## src/rtl/core/slc_ram.sv

```systemverilog
// Generic single-port synchronous RAM with registered read.
// No dependencies.
`timescale 1ns / 1ps
`default_nettype none
module slc_ram #(
  parameter int WIDTH = 48,
  parameter int DEPTH = 64
) (
  input  wire logic                     clk,
  input  wire logic                     we,
  input  wire logic [$clog2(DEPTH)-1:0] addr,
  input  wire logic [WIDTH-1:0]         wdata,
  output logic      [WIDTH-1:0]         rdata
);
  logic [WIDTH-1:0] mem [DEPTH];

  always_ff @(posedge clk) begin
    if (we) mem[addr] <= wdata;
    rdata <= mem[addr];
  end
endmodule
`default_nettype wire

```

## config.mk

```make
export PLATFORM = sky130hd
export DESIGN_NAME = slc_ram
export DESIGN_NICKNAME = d
export VERILOG_FILES = /design/src/rtl/core/slc_ram.sv
export SDC_FILE = /design/constraint.sdc
export NUM_CORES = 2
export LEC_CHECK = 0
export BUFFER_PORTS_ARGS = -buffer_cell sky130_fd_sc_hd__buf_2
export CAP_MARGIN = 20
export CORE_MARGIN = 10
export CORE_UTILIZATION = 60
export DETAILED_ROUTE_END_ITERATION = 7
export PLACE_DENSITY = 0.74
export SYNTH_ARGS = -nofsm -noshare
export SYNTH_HDL_FRONTEND = slang
export SYNTH_SLANG_ARGS = --single-unit
```

## constraint.sdc

```tcl
create_clock -name clk -period 9.84 [get_ports clk]
set_clock_uncertainty 0.05 [all_clocks]
set_input_delay 2.46 -clock clk [delete_from_list [all_inputs] [get_ports clk]]
set_output_delay 2.46 -clock clk [all_outputs]
set_load 0.01 [all_outputs]
```

==> flow_metrics.tcl <==
set metrics [dict create \
    postRouteWirelength_um 332000 \
    synth-main-ff-cell "edfxtp_1" \
    ys_async_sr_fraction 0 \
    clk_pin_slew_ps 60 \
    clk_path_buf_depth 4 \
    critical_path.max_stage_delay_ps 1050 \
    fill_cells 11900 \
    r2r_cells 6 \
    cap_violations 0 \
    power_density_nw_per_um2 209 \
    place_area_um2 122000 \
    ioPinCount 104 \
    setup_viol 0 \
    status "finished, final reports clean" \
    fp-row-count 162 \
    grt-ovfl-total 0 \
    wire_per_inst_um 35.3 \
    worstPathArrival_ps 6750 \
    die_area_um2 214000 \
    post_cts_buffers 0 \
    tightest_slew_ps 1310 \
    hold_viol_final 0 \
    synth_common_cells "edfxtp_1 (3072), a22oi_1 (494), a221oi_1 (448), mux2i_1 (285), nor2_1 (278)" \
    area_growth_pct 12.2 \
    track_usage 0.302 \
    yosysSeqAreaShare 0.793 \
    synth_edf_count 3072 \
    yosysWarnings 0 \
    ctsResizeCount 0 \
    cts_root_buf "clkbuf_16" \
    drv_slew 0 \
    grt_max_degree 145 \
    synth_area_leaders "edfxtp_1 (78%), a221oi_1 (3.3%), a22oi_1 (3.2%)" \
    synth_nets 6436 \
    initial_core_util 0.603 \
    drive_above_1_share 0.175 \
    synth.most_common_cell "edfxtp_1" \
    relSlewSlack 0.129 \
    cp-start-kind "input port" \
    power_w 0.0275 \
    required_ps 10320 \
    synth_seq_cells 3120 \
    drc_errors 0 \
    cts_made_buffers 311 \
    grt_pass1_wl_um 470000 \
    drtIter0Drc 10400 \
    h-tree-depth 5 \
    postCtsHoldBufs 0 \
    die-height_um 463 \
    synth_cell_types 48 \
    cts_tree "yes" \
    hold_depth 3 \
    peakVddDrop_uv 171 \
    core_area_um2 195000 \
    tns_ps 0 \
    num_vias 66700 \
    io_buffer_count 103 \
    syn-cell-area_um2 118000 \
    wl_met1_um 116000 \
    dieWidth_um 463 \
    synth_top_area_cell "edfxtp_1" \
    routed_via_density 7.08 \
    cp_common_cell "buf_4" \
    final_nets 6602 \
    ant_nets 0 \
    worstSetupPathType "input port to flip-flop" \
    fin_area_um2 132000 \
    end_kind "flip-flop" \
    dpl.hpwl_um 178000 \
    synthesis.instances 6380 \
    synth_top_area_share 0.785 \
    drtPass1Iterations 6 \
    worstPathMaxFanout 51 \
    clk_latency_ps 960 \
    wl_met3_um 43600 \
    p_leak_nw 41.6 \
    antenna_found_initial 26 \
    met2_wirelength_um 155000 \
    worstHoldPathType "flip-flop to flip-flop" \
    top_layer "met5" \
    rsz0062_at_grt "no" \
    grt_pass1_vias 64700 \
    worstPathCellList "buf_8 -> nor2b_4 -> buf_4 -> nand2_1 -> nor2_4 -> buf_4" \
    avgSynthCellArea_um2 18.4 \
    critical_path.slowest_cell "nor2_4" \
    min_period_over_period 0.638 \
    fmax_ghz 0.159 \
    clock-sinks 3120 \
    gp_congestion 0.847 \
    finalCriticalPeriod_ps 6270 \
]
==> cell families after synthesis <==
family	count (synthesis)	synth area share
flops	3120	0.793
compound gates	1621	0.0984
mux	668	0.0715
simple gates	510	0.0192
buf+inv	461	0.0178
==> critical path: cells and delay by family <==
kind / cells / cell delay (ps)
buffers and inverters: 3 / 1600
and+or+nand+nor: 3 / 2550
==> path summary, 6_finish.rpt <==
path	from	to	slack, ps
max	addr[0]	mem[17][24]$_DFFE_PP_	3570
min	mem[16][46]$_DFFE_PP_	rdata[46]$_DFF_P_	580
max reg2reg	mem[30][8]$_DFFE_PP_	rdata[8]$_DFF_P_	7180
min reg2reg	mem[16][46]$_DFFE_PP_	rdata[46]$_DFF_P_	580
==> metrics by stage <==
stage | util | hold WS, ps | setup slack (ps) | std cells
detailed placement | 0.624 | 548 | 2710 | 8824
global placement | 0.622 | 538 | 2460 | 8811
floorplan | - | 501 | 3500 | 6380
global route | 0.677 | 613 | 3590 | 9399
finish | 0.677 | 577 | 3570 | 9414
CTS | 0.673 | 560 | 3650 | 9362
==> cells in the final DEF (no fill, tap or decap), types with 22 or more instances in the layout <==
cell,Yosys,layout
and3_1,24,22
clkinv_1,1,66
o21ai_1,32,32
buf_4,21,152
clkbuf_1,242,72
buf_12,0,50
o211ai_1,26,26
buf_2,139,100
or4_1,22,22
dfxtp_1,48,48
mux2i_1,285,285
o221ai_1,25,25
or3_1,25,24
clkinv_2,0,38
nand2_1,87,86
a22oi_1,494,494
o21ai_0,176,176
nand3_1,47,47
o22ai_1,95,95
a21oi_1,243,243
nor2_1,278,207
a221oi_1,448,448
nor2_4,0,68
clkbuf_16,0,318
mux2_2,269,269
edfxtp_1,3072,3072
mux4_2,110,110
==> sequential cells by signal (all words and copies together), names as in the netlist <==
name	count
rdata	48
mem	3072
==> per-layer routing <==
metal | up-vias | track usage
met3 | 942 | 0.0751
met5 | - | 0.00512
met2 | 5172 | 0.467
met1 | 33700 | 0.405
li1 | 26900 | -
met4 | 14 | 0.143
==> report_power, final <==
part | internal, W | switching (W) | total, W
combinational | 0.000419 | 0.000985 | 0.00140
clock | 0.00655 | 0.00477 | 0.0113
sequential | 0.0147 | 0.0000793 | 0.0148
==> layout make-up <==
| class | instances | area [um2] | share of cell area |
|---|---|---|---|
| timing repair buffer | 312 | 2870 | 0.0218 |
| sequential | 3120 | 93200 | 0.707 |
| clock buffer | 403 | 8410 | 0.0638 |
| inverter | 2 | 10.0 | 0.0000759 |
| multi-input combinational | 2799 | 22800 | 0.173 |
| tap | 2624 | 3280 | 0.0249 |
| antenna | 19 | 47.5 | 0.000361 |
| clock inverter | 135 | 1160 | 0.00884 |
Note: power is estimated with default switching activity, not from simulation.
