===== src/rtl/core/slc_pkg.sv =====
// Package for the skyline Cholesky block: opcodes, status codes, sequencer states.
// No dependencies.
`timescale 1ns / 1ps
`default_nettype none
package slc_pkg;
  localparam int VW = 48;
  localparam logic signed [VW-1:0] VMAX = 48'sh7FFF_FFFF_FFFF;

  typedef enum logic [2:0] {
    OP_WR_DIAG = 3'd0,
    OP_WR_PTR  = 3'd1,
    OP_WR_PROF = 3'd2,
    OP_FACTOR  = 3'd3,
    OP_READ    = 3'd4
  } op_t;

  typedef enum logic [1:0] {
    ST_OK     = 2'd0,
    ST_NOTDEF = 2'd1,
    ST_RANGE  = 2'd2
  } stat_t;

  localparam logic [0:0] REG_MATRIX_SIZE = 1'd0;

  typedef enum logic [4:0] {
    S_IDLE, S_ROW, S_ROW_W1, S_ROW_W2, S_ROW_CHK,
    S_COL, S_COLP_W1, S_COLP_W2, S_COL_SET,
    S_DOT_RD, S_DOT_W, S_DOT_MUL, S_DOT_ACC,
    S_DIV_RD, S_DIV_W, S_DIV_RUN, S_DIV_WR,
    S_SQ_RD, S_SQ_W, S_SQ_MUL, S_SQ_ACC,
    S_PIV_RD, S_PIV_W, S_SQRT_RUN, S_SQRT_WR,
    S_RD_W, S_DONE
  } seq_state_t;

  function automatic logic signed [VW-1:0] sat_add(input logic signed [VW-1:0] a,
                                                  input logic signed [VW-1:0] b,
                                                  input logic sub);
    logic signed [VW+1:0] s;
    begin
      s = sub ? ($signed({{2{a[VW-1]}}, a}) - $signed({{2{b[VW-1]}}, b}))
              : ($signed({{2{a[VW-1]}}, a}) + $signed({{2{b[VW-1]}}, b}));
      if (s > $signed({2'b00, VMAX})) sat_add = VMAX;
      else if (s < -$signed({2'b00, VMAX})) sat_add = -VMAX;
      else sat_add = s[VW-1:0];
    end
  endfunction
endpackage
`default_nettype wire


===== src/rtl/core/slc_mul.sv =====
// Fixed-point multiplier: 48x48 magnitude product over four 24x24 partial products,
// rounded to nearest and saturated. Uses slc_pkg.
`timescale 1ns / 1ps
`default_nettype none
module slc_mul
  import slc_pkg::*;
#(
  parameter int FRAC_BITS = 24
) (
  input  wire logic                 clk,
  input  wire logic                 rst_n,
  input  wire logic                 start,
  input  wire logic signed [VW-1:0] a,
  input  wire logic signed [VW-1:0] b,
  output logic                      done,
  output logic signed [VW-1:0]      p
);
  localparam int HW = VW / 2;
  logic [VW-1:0] am_r, bm_r;
  logic neg_r;
  logic [2:0] cnt_r;
  logic busy_r;
  logic [2*VW-1:0] acc_r;
  logic [HW-1:0] pa, pb;
  logic [2*HW-1:0] pp;
  logic [2*VW-1:0] ppx, rnd;
  logic [2*VW-1:0] shifted;

  always_comb begin
    pa = cnt_r[0] ? am_r[VW-1:HW] : am_r[HW-1:0];
    pb = cnt_r[1] ? bm_r[VW-1:HW] : bm_r[HW-1:0];
    pp = pa * pb;
    ppx = {{(2*VW-2*HW){1'b0}}, pp} << (HW * (32'(cnt_r[0]) + 32'(cnt_r[1])));
    rnd = acc_r + ({{(2*VW-1){1'b0}}, 1'b1} << (FRAC_BITS - 1));
    shifted = rnd >> FRAC_BITS;
  end

  always_ff @(posedge clk) begin
    if (!rst_n) begin
      busy_r <= 1'b0;
      done <= 1'b0;
      cnt_r <= '0;
    end else begin
      done <= 1'b0;
      if (start) begin
        busy_r <= 1'b1;
        cnt_r <= '0;
        acc_r <= '0;
        am_r <= a[VW-1] ? VW'(-a) : a;
        bm_r <= b[VW-1] ? VW'(-b) : b;
        neg_r <= a[VW-1] ^ b[VW-1];
      end else if (busy_r) begin
        if (cnt_r == 3'd4) begin
          busy_r <= 1'b0;
          done <= 1'b1;
          if (shifted > {{VW{1'b0}}, VMAX}) p <= neg_r ? -VMAX : VMAX;
          else p <= neg_r ? -$signed(shifted[VW-1:0]) : $signed(shifted[VW-1:0]);
        end else begin
          acc_r <= acc_r + ppx;
          cnt_r <= cnt_r + 3'd1;
        end
      end
    end
  end
endmodule
`default_nettype wire


===== config.mk =====
export PLATFORM = sky130hd
export DESIGN_NAME = slc_mul
export DESIGN_NICKNAME = d
export VERILOG_FILES = /design/src/rtl/core/slc_pkg.sv /design/src/rtl/core/slc_mul.sv
export SDC_FILE = /design/constraint.sdc
export NUM_CORES = 2
export LEC_CHECK = 0
export ABC_AREA = 1
export BUFFER_PORTS_ARGS = -buffer_cell sky130_fd_sc_hd__buf_4
export CAP_MARGIN = 20
export CORE_AREA = 2 2 384 386
export DETAILED_ROUTE_END_ITERATION = 8
export DIE_AREA = 0 0 386 388
export GPL_TIMING_DRIVEN = 0
export HOLD_SLACK_MARGIN = 0.03
export SYNTH_ARGS = -nofsm -noshare
export SYNTH_HDL_FRONTEND = slang
export SYNTH_SLANG_ARGS = --single-unit

===== constraint.sdc =====
create_clock -name clk -period 25.7 [get_ports clk]
set_input_delay 2.57 -clock clk [delete_from_list [all_inputs] [get_ports clk]]
set_output_delay 2.57 -clock clk [all_outputs]
set_load 0.01 [all_outputs]

==> flow_metrics.py <==
metrics = {
    "critical_path": {
        "reg2reg_from": "cnt_r[0]$_SDFFE_PN0P_",
        "cpMostUsedCell": "inv_1",
        "crit_path_start": "cnt_r[0]$_SDFFE_PN0P_",
        "worstSetupEndpoint": "acc_r[64]$_SDFFCE_PP0P_",
        "cp.required_ns": 26.05,
        "critPathSlowestCell": "clkbuf_1",
        "start_kind": "flop",
        "cp_max_fo": 11,
        "rr_worst_depth": 47,
        "crit_type": "reg -> reg",
        "cp_slowest_stage_delay_ns": 0.81,
        "regToRegEndpoint": "acc_r[64]$_SDFFCE_PP0P_",
        "arrival_ns": 13.77,
        "r2r_slack_ns": 12.28,
        "cp-end-kind": "flop",
    },
    "hold_path": {
        "hp-class": "reg -> reg",
    },
    "run_status": {
        "outcome": "completed",
    },
    "place": {
        "place_congestion": 1.04,
        "dpl.hpwl_um": 155000,
        "port_buffers": 145,
    },
    "clock_network": {
        "htree_levels": 2,
        "cts-root-buf": "clkbuf_16",
        "numCtsBuffers": 35,
        "ctsHoldBuffers": 0,
        "cts_tree": "yes",
        "cts_setup_buffers": 0,
        "clk_latency_ns": 0.62,
        "clk_path_buf_depth": 3,
        "cts_resized": 0,
        "clk_pin_slew_ns": 0.06,
        "clock-sinks": 246,
    },
    "timing": {
        "tightestPinTransition_ns": 1.18,
        "slew_viol_final": 0,
        "setup_tns_ns": 0,
        "hold_viol": 0,
        "clock_skew_ns": 0.0463,
        "period_needed_ns": 13.42,
        "rsz0062_at_grt": "no",
        "slew_headroom": 0.206,
        "fin_crit_sh": 0.522,
        "maxClockFrequency_mhz": 74.5,
        "setup_violations": 0,
    },
    "final_layout": {
        "nets": 7266,
        "drive_above_1_share": 0.0563,
        "final_common_cell": "nand2_1",
        "utilization": 0.334,
        "final_cell_mix": "1365 x nand2_1, 1116 x inv_1, 959 x nor2_1",
        "area_delta_synth_final_pct": 11.4,
    },
    "synthesis": {
        "synth_cell_type_count": 57,
        "ys_warn_count": 0,
        "seq_area_frac_synth": 0.169,
        "synth.avg_cell_area_um2": 7.02,
        "syn_area_um2": 43500,
        "synth_ff_type": "edfxtp_1",
        "async_reset_ff_frac": 0,
        "syn_nets": 7053,
        "synth_edf_count": 241,
        "synthesis.instances": 6193,
        "synth.ff_latch_count": 246,
    },
    "floorplan": {
        "design.core.area_um2": 145000,
        "io_pins": 148,
        "rows": 140,
        "fp.dieW_um": 386,
        "initial_core_util": 0.300,
        "die_y_um": 388,
        "dieArea_um2": 150000,
    },
    "global_routing": {
        "grt_pass1_wl_um": 268000,
        "grt_pass1_vias": 42251,
        "grt_overflow": 0,
        "grt_usage": 0.239,
        "grt_max_degree": 59,
        "grt_antenna_before_repair": 12,
    },
    "routing": {
        "totalWireLength_um": 180000,
        "drtIter0Drc": 4820,
        "drtAntennaViolNets": 0,
        "vias_per_cell": 5.17,
        "vias": 43203,
        "wl_per_cell_um": 21.6,
        "first_pass_iters": 6,
        "drc": 0,
    },
    "job": {
        "drv_cap": 0,
    },
}
-- critical path, delay by kind of cell (launching register included) --
family / cells / cell delay, ns
AND/OR/NAND/NOR: 18 / 3.43
buffers and inverters: 14 / 2.41
flip-flops: 1 / 0.54
AO/OA/AOI/OAI: 6 / 2.34
adder cells (fa/ha/maj): 9 / 4.42
-- cells in the mapped netlist (all sizes together), types with 34 or more instances --
| cell | n | area, µm² |
|---|---|---|
| clkbuf | 143 | 537 |
| inv | 1120 | 4210 |
| edfxtp | 241 | 7240 |
| nor2 | 984 | 3810 |
| xor2 | 129 | 1130 |
| nand2 | 1373 | 5200 |
| nor3 | 64 | 325 |
| nand3 | 254 | 1300 |
| o21ai | 386 | 1980 |
| fa | 483 | 9670 |
| nand4 | 67 | 419 |
| or2 | 65 | 407 |
| o21bai | 34 | 255 |
| ha | 278 | 3480 |
| xnor2 | 56 | 490 |
| a21oi | 316 | 1580 |
-- flip-flops by register name, indices dropped and copies added, names as in the netlist --
signal  cells
acc_r      96
am_r       48
bm_r       48
p          48
cnt_r       3
busy_r      1
done        1
neg_r       1
-- how the worst min path moves through the flow --
stage	start	end	slack [ns]	cells after the start
after detailed placement	cnt_r[2]$_SDFFE_PN0P_	cnt_r[2]$_SDFFE_PN0P_	0.47	2
after global placement	cnt_r[2]$_SDFFE_PN0P_	cnt_r[2]$_SDFFE_PN0P_	0.46	2
after CTS	cnt_r[2]$_SDFFE_PN0P_	cnt_r[2]$_SDFFE_PN0P_	0.48	2
after floorplan	cnt_r[2]$_SDFFE_PN0P_	cnt_r[2]$_SDFFE_PN0P_	0.44	2
after global routing	cnt_r[2]$_SDFFE_PN0P_	cnt_r[2]$_SDFFE_PN0P_	0.51	2
final	cnt_r[2]$_SDFFE_PN0P_	cnt_r[2]$_SDFFE_PN0P_	0.48	2
-- layer usage --
| layer | share of wire | GRT usage |
|---|---|---|
| met5 | 0.00077 | 0 |
| met4 | 0.036 | 0.0784 |
| met3 | 0.096 | 0.0481 |
| met2 | 0.43 | 0.363 |
| met1 | 0.44 | 0.336 |
-- cell families after synthesis --
kind of cell / share of synthesized area
AOI/OAI and AO/OA: 0.106
xor gates and xnor gates: 0.0373
adders and majority gates: 0.302
buffers and inverters: 0.113
DFF: 0.169
muxes: 0.000921
and+or+nand+nor: 0.271
-- final cells by class --
cell class	count	area [µm²]
fill	15713	96800
multi-input combinational	4651	31200
sequential	246	7340
inverter	1134	4260
tap	1917	2400
timing repair buffer	176	1430
clock buffer	39	891
buffer	162	671
clock inverter	21	225
antenna	3	7.51
-- per-stage QoR --
| stage | hold WS, ns | area, µm² | setup WS, ns | std cells |
|---|---|---|---|---|
| 5_1_grt | 0.512 | 48500 | 12.00 | 8347 |
| 4_1_cts | 0.480 | 48400 | 12.69 | 8343 |
| 2_1_floorplan | 0.439 | 43500 | 15.67 | 6193 |
| 6_report | 0.478 | 48500 | 12.28 | 8349 |
| 3_3_place_gp | 0.457 | 47000 | 10.96 | 8255 |
| 3_5_place_dp | 0.471 | 47300 | 12.75 | 8283 |
Power is not shown: default switching activity piles up to over one toggle a cycle in this logic, so the estimate is an artifact.
