### src/rtl/core/slc_pkg.sv
// Package for the skyline Cholesky block: opcodes, status codes, sequencer states.
// No dependencies.
`timescale 1ns / 1ps
`default_nettype none
package slc_pkg;
  localparam int VW = 48;
  localparam logic signed [VW-1:0] VMAX = 48'sh7FFF_FFFF_FFFF;

  typedef enum logic [2:0] {
    OP_WR_DIAG = 3'd0,
    OP_WR_PTR  = 3'd1,
    OP_WR_PROF = 3'd2,
    OP_FACTOR  = 3'd3,
    OP_READ    = 3'd4
  } op_t;

  typedef enum logic [1:0] {
    ST_OK     = 2'd0,
    ST_NOTDEF = 2'd1,
    ST_RANGE  = 2'd2
  } stat_t;

  localparam logic [0:0] REG_MATRIX_SIZE = 1'd0;

  typedef enum logic [4:0] {
    S_IDLE, S_ROW, S_ROW_W1, S_ROW_W2, S_ROW_CHK,
    S_COL, S_COLP_W1, S_COLP_W2, S_COL_SET,
    S_DOT_RD, S_DOT_W, S_DOT_MUL, S_DOT_ACC,
    S_DIV_RD, S_DIV_W, S_DIV_RUN, S_DIV_WR,
    S_SQ_RD, S_SQ_W, S_SQ_MUL, S_SQ_ACC,
    S_PIV_RD, S_PIV_W, S_SQRT_RUN, S_SQRT_WR,
    S_RD_W, S_DONE
  } seq_state_t;

  function automatic logic signed [VW-1:0] sat_add(input logic signed [VW-1:0] a,
                                                  input logic signed [VW-1:0] b,
                                                  input logic sub);
    logic signed [VW+1:0] s;
    begin
      s = sub ? ($signed({{2{a[VW-1]}}, a}) - $signed({{2{b[VW-1]}}, b}))
              : ($signed({{2{a[VW-1]}}, a}) + $signed({{2{b[VW-1]}}, b}));
      if (s > $signed({2'b00, VMAX})) sat_add = VMAX;
      else if (s < -$signed({2'b00, VMAX})) sat_add = -VMAX;
      else sat_add = s[VW-1:0];
    end
  endfunction
endpackage
`default_nettype wire

### src/rtl/core/slc_divsqrt.sv
// Shared bit-serial divider and square root, one quotient or root bit per cycle.
// Uses slc_pkg.
`timescale 1ns / 1ps
`default_nettype none
module slc_divsqrt
  import slc_pkg::*;
#(
  parameter int FRAC_BITS = 24
) (
  input  wire logic                 clk,
  input  wire logic                 rst_n,
  input  wire logic                 start,
  input  wire logic                 is_sqrt,
  input  wire logic signed [VW-1:0] num,
  input  wire logic signed [VW-1:0] den,
  output logic                      done,
  output logic signed [VW-1:0]      res
);
  localparam int NW = VW + FRAC_BITS;
  localparam int DSTEPS = NW;
  localparam int SSTEPS = (NW + 1) / 2;
  logic busy_r, sq_r, neg_r;
  logic [$clog2(NW+1)-1:0] cnt_r;
  logic [2*((NW+1)/2)-1:0] n_r;
  logic [VW:0] d_r;
  logic [NW+1:0] rem_r;
  logic [NW-1:0] q_r;
  logic [NW+1:0] rem_d, trial_s, rem_s;
  logic [NW-1:0] qm;

  always_comb begin
    rem_d = {rem_r[NW:0], n_r[2*((NW+1)/2)-1]};
    rem_s = {rem_r[NW-1:0], n_r[2*((NW+1)/2)-1 -: 2]};
    trial_s = {q_r[NW-1:0], 2'b01};
    qm = q_r;
  end

  always_ff @(posedge clk) begin
    if (!rst_n) begin
      busy_r <= 1'b0;
      done <= 1'b0;
      cnt_r <= '0;
    end else begin
      done <= 1'b0;
      if (start) begin
        busy_r <= 1'b1;
        sq_r <= is_sqrt;
        neg_r <= num[VW-1] ^ den[VW-1];
        rem_r <= '0;
        q_r <= '0;
        cnt_r <= '0;
        d_r <= {1'b0, den[VW-1] ? VW'(-den) : den};
        n_r <= ($bits(n_r))'({num[VW-1] ? VW'(-num) : num, {FRAC_BITS{1'b0}}})
               << (is_sqrt ? 0 : ($bits(n_r) - NW));
        if (!is_sqrt && (num == '0)) begin
          busy_r <= 1'b0;
          done <= 1'b1;
          res <= '0;
        end else if (!is_sqrt && (den == '0)) begin
          busy_r <= 1'b0;
          done <= 1'b1;
          res <= num[VW-1] ? -VMAX : VMAX;
        end
      end else if (busy_r) begin
        if (!sq_r) begin
          if (32'(cnt_r) == DSTEPS) begin
            busy_r <= 1'b0;
            done <= 1'b1;
            if (qm > NW'(VMAX)) res <= neg_r ? -VMAX : VMAX;
            else res <= neg_r ? -$signed(qm[VW-1:0]) : $signed(qm[VW-1:0]);
          end else begin
            n_r <= n_r << 1;
            cnt_r <= cnt_r + 1'b1;
            if (rem_d >= {{(NW+1-VW){1'b0}}, d_r}) begin
              rem_r <= rem_d - {{(NW+1-VW){1'b0}}, d_r};
              q_r <= {q_r[NW-2:0], 1'b1};
            end else begin
              rem_r <= rem_d;
              q_r <= {q_r[NW-2:0], 1'b0};
            end
          end
        end else begin
          if (32'(cnt_r) == SSTEPS) begin
            busy_r <= 1'b0;
            done <= 1'b1;
            if (qm > NW'(VMAX)) res <= VMAX;
            else res <= $signed(qm[VW-1:0]);
          end else begin
            n_r <= n_r << 2;
            cnt_r <= cnt_r + 1'b1;
            if (rem_s >= trial_s) begin
              rem_r <= rem_s - trial_s;
              q_r <= {q_r[NW-2:0], 1'b1};
            end else begin
              rem_r <= rem_s;
              q_r <= {q_r[NW-2:0], 1'b0};
            end
          end
        end
      end
    end
  end
endmodule
`default_nettype wire

### config.mk
export PLATFORM = sky130hd
export DESIGN_NAME = slc_divsqrt
export DESIGN_NICKNAME = d
export VERILOG_FILES = /design/src/rtl/core/slc_pkg.sv /design/src/rtl/core/slc_divsqrt.sv
export SDC_FILE = /design/constraint.sdc
export NUM_CORES = 1
export LEC_CHECK = 0
export BUFFER_PORTS_ARGS = -buffer_cell sky130_fd_sc_hd__buf_2
export CORE_UTILIZATION = 55
export DETAILED_ROUTE_END_ITERATION = 16
export PLACE_DENSITY = 0.77
export SKIP_CTS_REPAIR_TIMING = 1
export SLEW_MARGIN = 5
export SYNTH_ARGS = -nofsm -noshare
export SYNTH_HDL_FRONTEND = slang
export SYNTH_SLANG_ARGS = --single-unit
### constraint.sdc
create_clock -name clk -period 8.19 [get_ports clk]
set_input_delay 0.819 -clock clk [delete_from_list [all_inputs] [get_ports clk]]
set_output_delay 0.819 -clock clk [all_outputs]
set_load 0.01 [all_outputs]
==> metrics.txt <==
Worst-Skew Late Latency 0.56 ns; WP data required 8.37 ns; commonest non-fill, non-tap cell in the layout nor2_1; count of state elements after synthesis 300; worst-case reg-to-reg path depth 11; number of remaining DRC errors 0; CTS buffer count 36; GRT Total Usage 31.75%; Synth cell types between 70 and 80; post-layout net count around 3100; outcome finished, final reports clean; grt ovf 0; most frequent cells in the layout nor2_1, edfxtp_1, nand2_1, o21ai_0, a21oi_1; via/cell ratio 6.372; root buf cell clkbuf_16; cell chain of the critical path buf_2 > or4_4 > or4_1 > or4_4 > or3_1 > or4_1 > or4_4 > or3_4 > nor3_1 > a311oi_1 > nor3b_4 > buf_4; Hold Path Class input pin to flip-flop; Max Clock Skew around 0.035 ns; Critical Path Stages 12; Arr. time, crit path around 5.4 ns; IO buf count 148; Max-Slew Margin vs Limit between 10% and 20%; WL/cell roughly 21 microns; syn nets 3091; Syn Inst Count between 2000 and 3000; R2R Path End rem_r[61]$_SDFFCE_PP0P_; TritonCTS sink count 300; # diodes 0; CP startpoint den[9]; slowest cell on the critical path or4_4; Starting DRT DRC Count 2498; CTS tree done; Starting Density 56.29%; maximum number of pins on one net before global-route repair ~190; Max Cap Viol 0; Period Utilization, post-route 63.73%; maximum fanout along the worst path 48; share of cells above drive strength 1 under 10%; startpoint types input pin; EDFF count, synth 291; VDD IR-drop max 0.0001532 V; Clk pwr share approximately 32%; Area Overhead vs Synth 9.483%; Seq pwr share 37.1%; delay-heaviest family, CP simple AND/OR/NAND/NOR gates; FF-to-FF setup slack 3.20 ns; DRT Pass-1 Iters 6; switch share 34.14%; Antenna Violating Nets Remaining 0; element type at the critical path end flip-flop; most frequent CP cell or4_4; switching pwr 1.790 mW; Final TNS setup 0 ns; core box area 0.04355 sq mm; Final Routed Wirelength 72290 microns; worst path buffer plus inverter count 2; overall via count from detail_route 22410; Slew Viols, Final 0; Die Wd ~210 microns; Cell Area, Synth between 0.02 and 0.025 sq mm; count of final hold-check violations 0; syn avg cell area 8.563 sq um; CP peak stage delay 0.56 ns; Most used DFF post-synth edfxtp_1; Die Y between 200 and 250 microns; Final Critical Period around 5.2 ns; initial antenna violation count 2; R2R Path Start rem_r[48]$_SDFFCE_PP0P_; RePlAce Congestion 0.9945; RSZ-0062 raised after global routing false; Slew @ Worst Pin 1.322 ns; internal power 3.454 mW; CTS Buffer Depth 3; Power Density roughly 200 mW/mm^2; vias in the first global route around 20000; Achievable Freq 191.6 MHz; first-pass GRT wire length 112600 microns; Die Footprint roughly 0.045 sq mm; Crit Path Category input pin to flip-flop; Gate power share a little under a third; H-tree Lvls 2; final core utilization 61.63%; FP Rows 76; Final HPWL DP 54970 microns; Critical Path Sink res[17]$_DFFE_PP_; Pleak 10.28 nW; count of final setup violators 0; sequential area share after synthesis 36.38%; Top-Level Pins 149; warning count from the yosys run 0; FFs w/ async S/R, synth 0%; Reg clk slew, reported paths 0.06 ns
==> Yosys cell counts, types with 9 or more instances <==
cell        n  share of area (%)
xnor2_1   188                6.7
xor2_1     67                2.4
o21ai_0   231                4.7
nor2_1    297                4.5
nand2_1   275                4.2
clkbuf_1  147                2.3
and3_1     14               0.36
ha_1      127                6.5
a211oi_1   37                1.1
a311oi_1   24               0.86
and2_1     12               0.31
nand2b_1   16               0.41
o21bai_1   21               0.64
nor3_1     64                1.3
o211ai_1   11               0.34
or4_1      31               0.95
o41ai_1    15               0.54
a31oi_1    28               0.71
a221oi_1   10               0.36
or3_1      36               0.92
nor2b_1    12               0.31
buf_1      14               0.21
o21a_1     22               0.67
o31ai_1    54                1.7
inv_1     162                2.5
or2_2      15               0.38
o22ai_1    25               0.64
nand4_1    73                1.9
nor4_1     42                1.1
edfxtp_1  291                 36
dfxtp_1     9               0.73
a21oi_1   198                4.0
nand3_1    45               0.92
o32ai_1    11               0.39
mux2i_1    73                3.0
a21o_1     48                1.5
==> how the worst min path moves through the flow <==
stage               cells after the start  slack (ns)                   from                     to
floorplan                               2        0.49  cnt_r[4]$_SDFFE_PP0P_  cnt_r[4]$_SDFFE_PP0P_
global placement                        2        0.52  cnt_r[6]$_SDFFE_PP0P_  cnt_r[6]$_SDFFE_PP0P_
detailed placement                      2        0.53  cnt_r[4]$_SDFFE_PP0P_  cnt_r[4]$_SDFFE_PP0P_
CTS                                     1        0.43                 den[0]       d_r[0]$_DFFE_PP_
global route                            1        0.46                 den[0]       d_r[0]$_DFFE_PP_
finish                                  1        0.47                 den[0]       d_r[0]$_DFFE_PP_
==> metrics by stage <==
stage          cells  setup WS, ns  hold WS (ns)  power [mW]  area, sq um
2_1_floorplan   2863         1.625        0.4946       3.078        24520
3_3_place_gp    3451         2.516        0.5165       3.509        25590
3_5_place_dp    3451         2.442        0.5328       3.525        25590
4_1_cts         3517         3.013        0.4343       5.228        26840
5_1_grt         3517         2.783        0.4596       5.469        26840
6_report        3517         2.971        0.4688       5.244        26840
==> worst reg2reg max path, stage by stage, from the launching register on <==
cell and delay, ns:
edfxtp_1 0.59, ha_1 0.54, nand2_1 0.14, nor4_1 0.53
nand3_1 0.31, nor3_1 0.41, a211o_1 0.31, and4b_1 0.39
nor2_4 0.23, buf_4 0.69, mux2i_1 0.17, a2111oi_0 0.44
==> power by group through the flow <==
stage                     Clock (mW)  Combinational, mW  Sequential, mW
final                           1.69               1.61            1.94
after global placement             0               1.55            1.96
after CTS                       1.72               1.57            1.94
after floorplan                    0               1.15            1.93
after detailed placement           0               1.56            1.97
after global routing            1.76               1.76            1.95
==> cell type report <==
class	instances	area, sq um
inverters	162	608.1
clock inverters	23	262.8
flip-flops and latches	300	8919
repair buffers	164	892.1
fillers	3816	16710
multi-input cells	2240	14440
clock buffers	43	989.7
well taps	585	732.0
==> layer usage <==
| layer | global-route usage [%] | vias to the layer above | part of all wire [%] |
|---|---|---|---|
| met4 | 7.145 | 0 | 1.7 |
| met5 | 0 | - | 0 |
| li1 | - | 10680 | - |
| met1 | 48.92 | 10570 | 47 |
| met2 | 46.79 | 1060 | 42 |
| met3 | 4.148 | 100 | 9.0 |
==> cells by family (layout without fill, tap and decap cells) <==
family / count (synthesis) / after routing / share of synthesized area [%]
muxes: 74 / 74 / 3.027
xor gates and xnor gates: 255 / 255 / 9.110
DFF: 300 / 300 / 36.38
and+or+nand+nor: 975 / 975 / 19.13
AOI/OAI and AO/OA: 808 / 808 / 20.84
buffers and inverters: 323 / 392 / 4.946
adders and majority gates: 128 / 128 / 6.564
==> sequential cells by signal, indices dropped and copies added, names as in the netlist <==
register / flops
rem_r: 73
res: 48
q_r: 72
sq_r: 1
neg_r: 1
cnt_r: 7
n_r: 48
done: 1
busy_r: 1
d_r: 48
Note: power is estimated with default switching activity, not from simulation.
